<file path="config.mk">
export PLATFORM = sky130hd
export DESIGN_NAME = led_chain_pwm_bit_encoder
export DESIGN_NICKNAME = d
export VERILOG_FILES = /design/src/sv/lcpe_pkg.sv /design/src/sv/lcpe_ram.sv /design/src/sv/lcpe_front.sv /design/src/sv/lcpe_queue.sv /design/src/sv/lcpe_back.sv /design/src/sv/led_chain_pwm_bit_encoder.sv
export SDC_FILE = /design/constraint.sdc
export NUM_CORES = 2
export LEC_CHECK = 0
export BUFFER_PORTS_ARGS = -buffer_cell sky130_fd_sc_hd__clkbuf_2
export CORE_MARGIN = 1
export CORE_UTILIZATION = 40
export DETAILED_ROUTE_END_ITERATION = 7
export PLACE_DENSITY = 0.65
export SETUP_SLACK_MARGIN = 0.05
export SYNTH_ARGS = -nofsm -noshare
export SYNTH_HDL_FRONTEND = slang
export SYNTH_HIERARCHICAL = 1
export SYNTH_SLANG_ARGS = --single-unit
</file>
<file path="constraint.sdc">
create_clock -name clk -period 5.4 [get_ports clk]
set_input_delay 0 -clock clk [delete_from_list [all_inputs] [get_ports clk]]
set_output_delay 0 -clock clk [all_outputs]
set_load 0.02 [all_outputs]
</file>
<file path="src/sv/lcpe_pkg.sv">
// shared types and constants of the led chain pwm bit encoder
package lcpe_pkg;

	localparam int LED_COUNT_DEF = 64;
	localparam int HALF_SLOTS    = 24;
	localparam int BUF_SLOTS     = 48;
	localparam int QUEUE_DEPTH   = 2;
	localparam int COLOUR_W      = 24;

	localparam logic [7:0] ZERO_DUTY_RST  = 8'd32;
	localparam logic [7:0] ONE_DUTY_RST   = 8'd64;
	localparam logic [7:0] LATCH_DUTY_RST = 8'd90;

	// input opcodes
	typedef enum logic [1:0] {
		OP_SET   = 2'd0,
		OP_START = 2'd1,
		OP_EVENT = 2'd2,
		OP_CLEAR = 2'd3
	} opcode_t;

	// configuration register indexes
	typedef enum logic [1:0] {
		REG_ZERO_DUTY  = 2'd0,
		REG_ONE_DUTY   = 2'd1,
		REG_LATCH_DUTY = 2'd2
	} reg_index_t;

	// classified work for the back end
	typedef enum logic [2:0] {
		CMD_SET,
		CMD_CLEAR,
		CMD_START,
		CMD_LATCH,
		CMD_STOP,
		CMD_EXPAND
	} cmd_kind_t;

	typedef struct packed {
		cmd_kind_t             kind;
		logic [7:0]            idx;
		logic [COLOUR_W-1:0]   colour;
		logic                  busy;
	} cmd_t;

	typedef struct packed {
		logic [7:0] zero_duty;
		logic [7:0] one_duty;
		logic [7:0] latch_duty;
	} cfg_regs_t;

	// back end sequencer states
	typedef enum logic [1:0] {
		B_IDLE,
		B_LOAD,
		B_EMIT
	} back_state_t;

endpackage

</file>
<file path="src/sv/lcpe_ram.sv">
// generic single-port-write ram with registered read
module lcpe_ram #(
	parameter int WIDTH = 24,
	parameter int DEPTH = 64,
	parameter int AW    = 6
) (
	input  logic             clk,
	input  logic             we,
	input  logic [AW-1:0]    waddr,
	input  logic [WIDTH-1:0] wdata,
	input  logic             re,
	input  logic [AW-1:0]    raddr,
	output logic [WIDTH-1:0] rdata
);

	logic [WIDTH-1:0] mem_q [DEPTH];

	// write port
	always_ff @(posedge clk) begin
		if (we) begin
			mem_q[waddr] <= wdata;
		end
	end

	// registered read port
	always_ff @(posedge clk) begin
		if (re) begin
			rdata <= mem_q[raddr];
		end
	end

endmodule

</file>
<file path="src/sv/lcpe_front.sv">
// front end: accepts items, tracks led position and busy, classifies work
module lcpe_front #(
	parameter int LED_COUNT = 64
) (
	input  logic                 clk,
	input  logic                 arst_n,
	input  logic                 in_valid,
	output logic                 in_ready,
	input  logic [1:0]           in_opcode,
	input  logic [7:0]           in_idx,
	input  logic [23:0]          in_colour,
	input  logic                 q_full,
	output logic                 q_push,
	output lcpe_pkg::cmd_t       q_cmd
);
	import lcpe_pkg::*;

	localparam logic [7:0] CNT = 8'(LED_COUNT);

	logic [7:0] pos_q;
	logic       busy_q;
	logic       accept;

	assign in_ready = !q_full;
	assign accept   = in_valid && in_ready;

	// classify the incoming item
	always_comb begin
		q_cmd        = '0;
		q_cmd.kind   = CMD_SET;
		q_cmd.idx    = in_idx;
		q_cmd.colour = in_colour;
		q_cmd.busy   = busy_q;
		q_push       = 1'b0;
		case (opcode_t'(in_opcode))
			OP_SET: begin
				q_push = accept && (in_idx < CNT);
			end
			OP_CLEAR: begin
				q_cmd.kind = CMD_CLEAR;
				q_push     = accept;
			end
			OP_START: begin
				q_cmd.kind = CMD_START;
				q_cmd.busy = 1'b1;
				q_push     = accept;
			end
			OP_EVENT: begin
				q_push = accept;
				if (pos_q > CNT) begin
					q_cmd.kind = CMD_STOP;
					q_cmd.busy = 1'b0;
				end else if (pos_q == CNT) begin
					q_cmd.kind = CMD_LATCH;
				end else begin
					q_cmd.kind = CMD_EXPAND;
					q_cmd.idx  = pos_q;
				end
			end
			default: begin
				q_push = 1'b0;
			end
		endcase
	end

	// led position and busy tracking
	always_ff @(posedge clk or negedge arst_n) begin
		if (!arst_n) begin
			pos_q  <= '0;
			busy_q <= 1'b0;
		end else if (accept) begin
			if (opcode_t'(in_opcode) == OP_START) begin
				pos_q  <= '0;
				busy_q <= 1'b1;
			end else if (opcode_t'(in_opcode) == OP_EVENT) begin
				if (pos_q > CNT) begin
					busy_q <= 1'b0;
				end else begin
					pos_q <= pos_q + 8'd1;
				end
			end
		end
	end

endmodule

</file>
<file path="src/sv/lcpe_queue.sv">
// short command queue between front and back
module lcpe_queue (
	input  logic           clk,
	input  logic           arst_n,
	input  logic           push,
	input  lcpe_pkg::cmd_t push_cmd,
	output logic           full,
	input  logic           pop,
	output logic           empty,
	output lcpe_pkg::cmd_t pop_cmd
);
	import lcpe_pkg::*;

	localparam int PW = (QUEUE_DEPTH > 1) ? $clog2(QUEUE_DEPTH) : 1;
	localparam logic [PW:0] DEPTH_C = (PW + 1)'(QUEUE_DEPTH);
	localparam logic [PW-1:0] LAST_P = PW'(QUEUE_DEPTH - 1);

	cmd_t          buf_q [QUEUE_DEPTH];
	logic [PW-1:0] wr_q;
	logic [PW-1:0] rd_q;
	logic [PW:0]   cnt_q;

	assign full    = (cnt_q == DEPTH_C);
	assign empty   = (cnt_q == '0);
	assign pop_cmd = buf_q[rd_q];

	// storage
	always_ff @(posedge clk) begin
		if (push && !full) begin
			buf_q[wr_q] <= push_cmd;
		end
	end

	// pointers and fill count
	always_ff @(posedge clk or negedge arst_n) begin
		if (!arst_n) begin
			wr_q  <= '0;
			rd_q  <= '0;
			cnt_q <= '0;
		end else begin
			if (push && !full) begin
				wr_q <= (wr_q == LAST_P) ? '0 : wr_q + PW'(1);
			end
			if (pop && !empty) begin
				rd_q <= (rd_q == LAST_P) ? '0 : rd_q + PW'(1);
			end
			case ({push && !full, pop && !empty})
				2'b10:   cnt_q <= cnt_q + (PW + 1)'(1);
				2'b01:   cnt_q <= cnt_q - (PW + 1)'(1);
				default: cnt_q <= cnt_q;
			endcase
		end
	end

endmodule

</file>
<file path="src/sv/lcpe_back.sv">
// back end: colour store and duty sequencer with output register
module lcpe_back #(
	parameter int LED_COUNT = 64
) (
	input  logic                clk,
	input  logic                arst_n,
	input  logic                q_empty,
	input  lcpe_pkg::cmd_t      q_cmd,
	output logic                q_pop,
	input  lcpe_pkg::cfg_regs_t cfg,
	output logic                out_valid,
	input  logic                out_ready,
	output logic [5:0]          out_slot,
	output logic [7:0]          out_duty,
	output logic                out_stop,
	output logic                out_busy,
	output logic                out_last
);
	import lcpe_pkg::*;

	localparam int AW = (LED_COUNT > 1) ? $clog2(LED_COUNT) : 1;

	back_state_t   state_q;
	back_state_t   state_d;
	cmd_t          cmd_q;
	logic [5:0]    cnt_q;
	logic [23:0]   colour_q;
	logic          hit_q;
	logic          valid_q [LED_COUNT];
	logic [23:0]   rdata;
	logic          emit;
	logic          done;
	logic          ram_we;
	logic          ram_re;
	logic [AW-1:0] addr;
	logic [5:0]    total;
	logic [5:0]    slot_d;
	logic [7:0]    duty_d;

	assign addr = q_cmd.idx[AW-1:0];

	lcpe_ram #(
		.WIDTH(COLOUR_W),
		.DEPTH(LED_COUNT),
		.AW   (AW)
	) u_store (
		.clk  (clk),
		.we   (ram_we),
		.waddr(addr),
		.wdata(q_cmd.colour),
		.re   (ram_re),
		.raddr(addr),
		.rdata(rdata)
	);

	// result count and payload of the current command
	always_comb begin
		total  = 6'(BUF_SLOTS);
		slot_d = cnt_q;
		duty_d = 8'd0;
		case (cmd_q.kind)
			CMD_LATCH: duty_d = cfg.latch_duty;
			CMD_STOP:  total  = 6'd1;
			CMD_EXPAND: begin
				total  = 6'(HALF_SLOTS);
				slot_d = cmd_q.idx[0] ? cnt_q + 6'(HALF_SLOTS) : cnt_q;
				duty_d = colour_q[23] ? cfg.one_duty : cfg.zero_duty;
			end
			default: duty_d = 8'd0;
		endcase
	end

	assign done = (cnt_q == total - 6'd1);

	// next state
	always_comb begin
		state_d = state_q;
		case (state_q)
			B_IDLE: begin
				if (!q_empty) begin
					case (q_cmd.kind)
						CMD_SET, CMD_CLEAR: state_d = B_IDLE;
						CMD_EXPAND:         state_d = B_LOAD;
						default:            state_d = B_EMIT;
					endcase
				end
			end
			B_LOAD:  state_d = B_EMIT;
			B_EMIT: begin
				if (emit && done) begin
					state_d = B_IDLE;
				end
			end
			default: state_d = B_IDLE;
		endcase
	end

	// sequencer outputs
	always_comb begin
		q_pop  = 1'b0;
		emit   = 1'b0;
		ram_we = 1'b0;
		ram_re = 1'b0;
		case (state_q)
			B_IDLE: begin
				q_pop  = !q_empty;
				ram_we = !q_empty && (q_cmd.kind == CMD_SET);
				ram_re = !q_empty && (q_cmd.kind == CMD_EXPAND);
			end
			B_EMIT:  emit = !out_valid || out_ready;
			default: emit = 1'b0;
		endcase
	end

	// control state and valid bits
	always_ff @(posedge clk or negedge arst_n) begin
		if (!arst_n) begin
			state_q   <= B_IDLE;
			cnt_q     <= '0;
			out_valid <= 1'b0;
			for (int i = 0; i < LED_COUNT; i++) begin
				valid_q[i] <= 1'b0;
			end
		end else begin
			state_q <= state_d;
			if (q_pop) begin
				cnt_q <= '0;
				if (q_cmd.kind == CMD_SET) begin
					valid_q[addr] <= 1'b1;
				end else if (q_cmd.kind == CMD_CLEAR) begin
					for (int i = 0; i < LED_COUNT; i++) begin
						valid_q[i] <= 1'b0;
					end
				end
			end else if (emit) begin
				cnt_q <= cnt_q + 6'd1;
			end
			if (emit) begin
				out_valid <= 1'b1;
			end else if (out_ready) begin
				out_valid <= 1'b0;
			end
		end
	end

	// command, colour and result payload
	always_ff @(posedge clk) begin
		if (q_pop) begin
			cmd_q <= q_cmd;
			hit_q <= valid_q[addr];
		end
		if (state_q == B_LOAD) begin
			colour_q <= hit_q ? rdata : '0;
		end else if (emit) begin
			colour_q <= {colour_q[22:0], 1'b0};
		end
		if (emit) begin
			out_slot <= slot_d;
			out_duty <= duty_d;
			out_stop <= (cmd_q.kind == CMD_STOP);
			out_busy <= cmd_q.busy;
			out_last <= done;
		end
	end

endmodule

</file>
<file path="src/sv/led_chain_pwm_bit_encoder.sv">
// top level of the led chain pwm bit encoder
//
//  channel  | direction | handshake              | payload
//  s_axis   | in        | tvalid / tready        | tdata: index, red, green, blue; tuser: opcode
//  m_axis   | out       | tvalid / tready        | tdata: slot, duty, busy; tuser: stop; tlast
//  cfg      | in        | cfg_valid / cfg_ready  | cfg_index, cfg_data
//
// the front takes one item a cycle into a two-entry command queue while it is not full
// back end: set and clear stay idle; start and latch give 48 items, one a cycle unless stalled;
// a led expansion gives 24 items after a colour store read and a load state, stop gives one
// reset empties the queue and marks every colour entry invalid (reads as zero)
// a stalled output holds the back end; the front keeps accepting until the queue fills
module led_chain_pwm_bit_encoder #(
	parameter int LED_COUNT = lcpe_pkg::LED_COUNT_DEF
) (
	input  logic        clk,
	input  logic        arst_n,
	input  logic        s_axis_tvalid,
	output logic        s_axis_tready,
	input  logic [31:0] s_axis_tdata,  // led_index[7:0], red[15:8], green[23:16], blue[31:24]
	input  logic [1:0]  s_axis_tuser,  // opcode[1:0]
	output logic        m_axis_tvalid,
	input  logic        m_axis_tready,
	output logic [15:0] m_axis_tdata,  // slot[5:0], duty[13:6], busy_res[14], zero[15]
	output logic        m_axis_tuser,  // stop_output[0]
	output logic        m_axis_tlast,
	input  logic        cfg_valid,
	output logic        cfg_ready,
	input  logic [1:0]  cfg_index,
	input  logic [7:0]  cfg_data
);
	import lcpe_pkg::*;

	cfg_regs_t  cfg_q;
	cmd_t       push_cmd;
	cmd_t       pop_cmd;
	logic       push;
	logic       pop;
	logic       full;
	logic       empty;
	logic [5:0] slot;
	logic [7:0] duty;
	logic       busy;

	// configuration registers
	assign cfg_ready = 1'b1;

	always_ff @(posedge clk or negedge arst_n) begin
		if (!arst_n) begin
			cfg_q.zero_duty  <= ZERO_DUTY_RST;
			cfg_q.one_duty   <= ONE_DUTY_RST;
			cfg_q.latch_duty <= LATCH_DUTY_RST;
		end else if (cfg_valid) begin
			case (reg_index_t'(cfg_index))
				REG_ZERO_DUTY:  cfg_q.zero_duty  <= cfg_data;
				REG_ONE_DUTY:   cfg_q.one_duty   <= cfg_data;
				REG_LATCH_DUTY: cfg_q.latch_duty <= cfg_data;
				default:        cfg_q <= cfg_q;
			endcase
		end
	end

	lcpe_front #(
		.LED_COUNT(LED_COUNT)
	) u_front (
		.clk      (clk),
		.arst_n   (arst_n),
		.in_valid (s_axis_tvalid),
		.in_ready (s_axis_tready),
		.in_opcode(s_axis_tuser),
		.in_idx   (s_axis_tdata[7:0]),
		.in_colour({s_axis_tdata[23:16], s_axis_tdata[15:8], s_axis_tdata[31:24]}),
		.q_full   (full),
		.q_push   (push),
		.q_cmd    (push_cmd)
	);

	lcpe_queue u_queue (
		.clk     (clk),
		.arst_n  (arst_n),
		.push    (push),
		.push_cmd(push_cmd),
		.full    (full),
		.pop     (pop),
		.empty   (empty),
		.pop_cmd (pop_cmd)
	);

	lcpe_back #(
		.LED_COUNT(LED_COUNT)
	) u_back (
		.clk      (clk),
		.arst_n   (arst_n),
		.q_empty  (empty),
		.q_cmd    (pop_cmd),
		.q_pop    (pop),
		.cfg      (cfg_q),
		.out_valid(m_axis_tvalid),
		.out_ready(m_axis_tready),
		.out_slot (slot),
		.out_duty (duty),
		.out_stop (m_axis_tuser),
		.out_busy (busy),
		.out_last (m_axis_tlast)
	);

	// result packing
	assign m_axis_tdata = {1'b0, busy, duty, slot};

endmodule

</file>
==> impl_results.md <==
- Tcrit/Tclk final: ~78%
- Initial antenna violation count: 1
- Max clock buf depth: 3
- Crit path arrival time: approximately 4.7 ns
- WL per Instance: between 20 and 30 microns
- H-tree depth: 4
- Post-Layout Cell Count: about 6.1k
- Placed insts: approximately 5.7k
- Fin Hold WS: ~0.13 ns
- Die W: between 400 and 500 microns
- Die height: between 400 and 500 microns
- Clock Pin Slew Worst Setup and Hold Paths: about 0.060 ns
- Yosys warns: 6
- Count of final max-slew check failures: 0
- Synthesized area per cell: just over 20 sq um
- Clock Skews: 0.0283 ns
- Root buffer cell: clkbuf_16
- Ports: 70
- Cell count after synthesis: ~3.4k
- Fraction of layout cells with a size suffix above 1: 26.8%
- CP max FO: 13
- Slew headroom: around 25%
- CP Class: reg2reg
- Worst IR Drop VDD: ~0.00042 V
- Leakage: 0.0259 uW
- Unrepaired setup endpoints after global routing: false
- Vias in the first global route: ~34k
- CP required: a little under 6 ns
- Pwr/cell area: ~500 mW/mm^2
- Syn-to-layout area delta: 13.8%
- Post-route cell area: between 0.07 and 0.08 sq mm
- Max-cap violation count: 0
- Die Footprint: 0.176 sq mm
- Drt drc: 0
- Detailed placer's ending HPWL: 93,900 microns
- Final Hold Fails: 0
- Area after DPL: 0.0731 sq mm
- Worst skew pair latency: ~0.83 ns
- GRT Resource Usage Total: between 10% and 20%
- Crit path launch type: flop
- First-pass iteration count of the detailed router: 5
- Setup crit end kind: flop
- Mapped Area: between 0.06 and 0.07 sq mm
- Hold depth: 5
- Vias per cell: 5.70
- Via count: around 35k
- Final setup violation count: 0
- Rows: between 150 and 200
- Sink Count: around 1.8k
- RePlAce Congestion: between 0.8 and 0.9
- Largest net degree at the start of global routing: just under 100
- Worst slew pin tran: around 1.1 ns
- Global-route wire length before repair: approximately 240,000 microns
- Max Freq: between 200 and 250 MHz
- Port Buffers: 67
- CTS buffer count: between 150 and 200
- Post-cts resize count: 0
- Nets@finish: approximately 3.7k
- Core ar.: between 0.15 and 0.2 sq mm
- Internal reg-to-reg setup slack: ~1.2 ns
- Cells on worst reg2reg path: 6
- Grt total ovfl: 0
- Final ANT Viol Nets: 0
- Initial DRC count: 4,417
- Minimum clock period: 4.19 ns
- Min-delay worst type: in2reg
- Status: complete, no violations
- Drt total wl: approximately 170,000 microns
- CTS tree: built
- Setup TNS: 0 ns
- Syn_nets: around 3.5k
- Initial core utilization: a little over 40%
==> stage by stage <==
| step | worst slack (ns) | utilization (%) | power, uW |
|---|---|---|---|
| 3_5_place_dp | 0.936 | 42.4 | 28300 |
| 2_1_floorplan | 1.35 | - | 24400 |
| 4_1_cts | 0.898 | 46.0 | 40000 |
| 5_1_grt | 1.11 | 46.0 | 41000 |
| 3_3_place_gp | 0.988 | 42.4 | 28200 |
| 6_report | 1.21 | 46.0 | 39700 |
==> placed cells by master, fill, tap and decap left out, types with 6 or more instances in the layout <==
cell and n:
nor2_1 83, clkinv_1 39, dlygate4sd3_1 84, buf_4 110
a31oi_1 14, bufinv_16 7, clkbuf_1 48, o22ai_1 62
mux2_4 25, or3_1 13, nor2_2 82, inv_6 6
a221oi_1 52, nand4_1 6, mux2i_1 122, a21oi_1 90
ha_1 12, xnor2_1 10, o21ai_0 51, dfstp_2 6
nand2b_1 14, clkinv_2 19, mux4_2 357, inv_1 19
edfxtp_1 1675, and3_1 22, clkbuf_16 177, clkbuf_2 66
mux2_2 90, nand2_1 114, nor2b_1 14, clkbuf_8 6
a22oi_1 29, dfrtp_1 103, nand3_1 26, o21a_1 15
o21ai_1 12, buf_12 11
==> registers in the layout, summed over array words and instances, names as in the netlist <==
| register | cells |
|---|---|
| u_back/state_q | 2 |
| u_back/out_busy | 1 |
| u_back/out_valid | 1 |
| u_queue/cnt_q | 2 |
| u_back/out_stop | 1 |
| u_queue/buf_q | 68 |
| u_back/hit_q | 1 |
| u_back/out_last | 1 |
| cfg_q | 24 |
| u_back/cnt_q | 6 |
| u_back/valid_q | 64 |
| u_back/out_slot | 6 |
| u_back/cmd_q | 5 |
| u_front/pos_q | 8 |
| u_back/u_store/mem_q | 1536 |
| u_front/busy_q | 1 |
| u_queue/rd_q | 1 |
| u_back/out_duty | 8 |
| u_back/u_store/rdata | 24 |
| u_queue/wr_q | 1 |
| u_back/colour_q | 24 |
==> layout make-up <==
class / instances / area [sq um]
sequential: 1785 / 53100
timing repair buffer: 273 / 2260
multi-input combinational: 1415 / 15700
fill: 14200 / 93100
antenna: 3 / 7.51
inverter: 21 / 78.8
clock inverter: 84 / 736
tap: 2310 / 2890
clock buffer: 231 / 4690
==> metal layers <==
| layer | wire length (microns) | up-vias | track usage [%] | share of wire (%) |
|---|---|---|---|---|
| met4 | 4650 | 0 | 5.54 | 2.8 |
| met2 | 77000 | 1538 | 29.0 | 46 |
| met3 | 13700 | 263 | 3.56 | 8.2 |
| met5 | 0 | - | 0 | 0 |
| li1 | - | 14500 | - | - |
| met1 | 71100 | 18600 | 27.6 | 43 |
==> power by group <==
group          internal (uW)  leakage [uW]  switching, uW
sequential             17100        0.0165            259
combinational           3760       0.00673           6960
clock                   6480       0.00264           5150
==> critical path, cell delays in order (launching register included) <==
cell,delay [ns]
dfrtp_2,0.55
mux2_4,0.37
nor4_2,0.88
nor2b_1,0.35
nand3_1,0.50
nor2_2,0.83
buf_4,0.37
==> timing repair <==
item                                   in CTS  in global routing
endpoints found under the hold margin     192                  0
buffers inserted                            0                  0
hold buffers                               85                  0
==> worst paths after layout <==
kind / startpoint / endpoint
max: u_queue/rd_q / u_back/u_store/mem_q[62][15]
min reg2reg: u_back/cmd_q[0] / u_back/out_busy
min in group asynchronous: arst_n / cfg_q[21]
max reg2reg: u_queue/rd_q / u_back/u_store/mem_q[62][15]
max in group asynchronous: arst_n / u_queue/rd_q
min: s_axis_tdata[6] / u_queue/wr_q
Note: power is estimated with default switching activity, not from simulation.
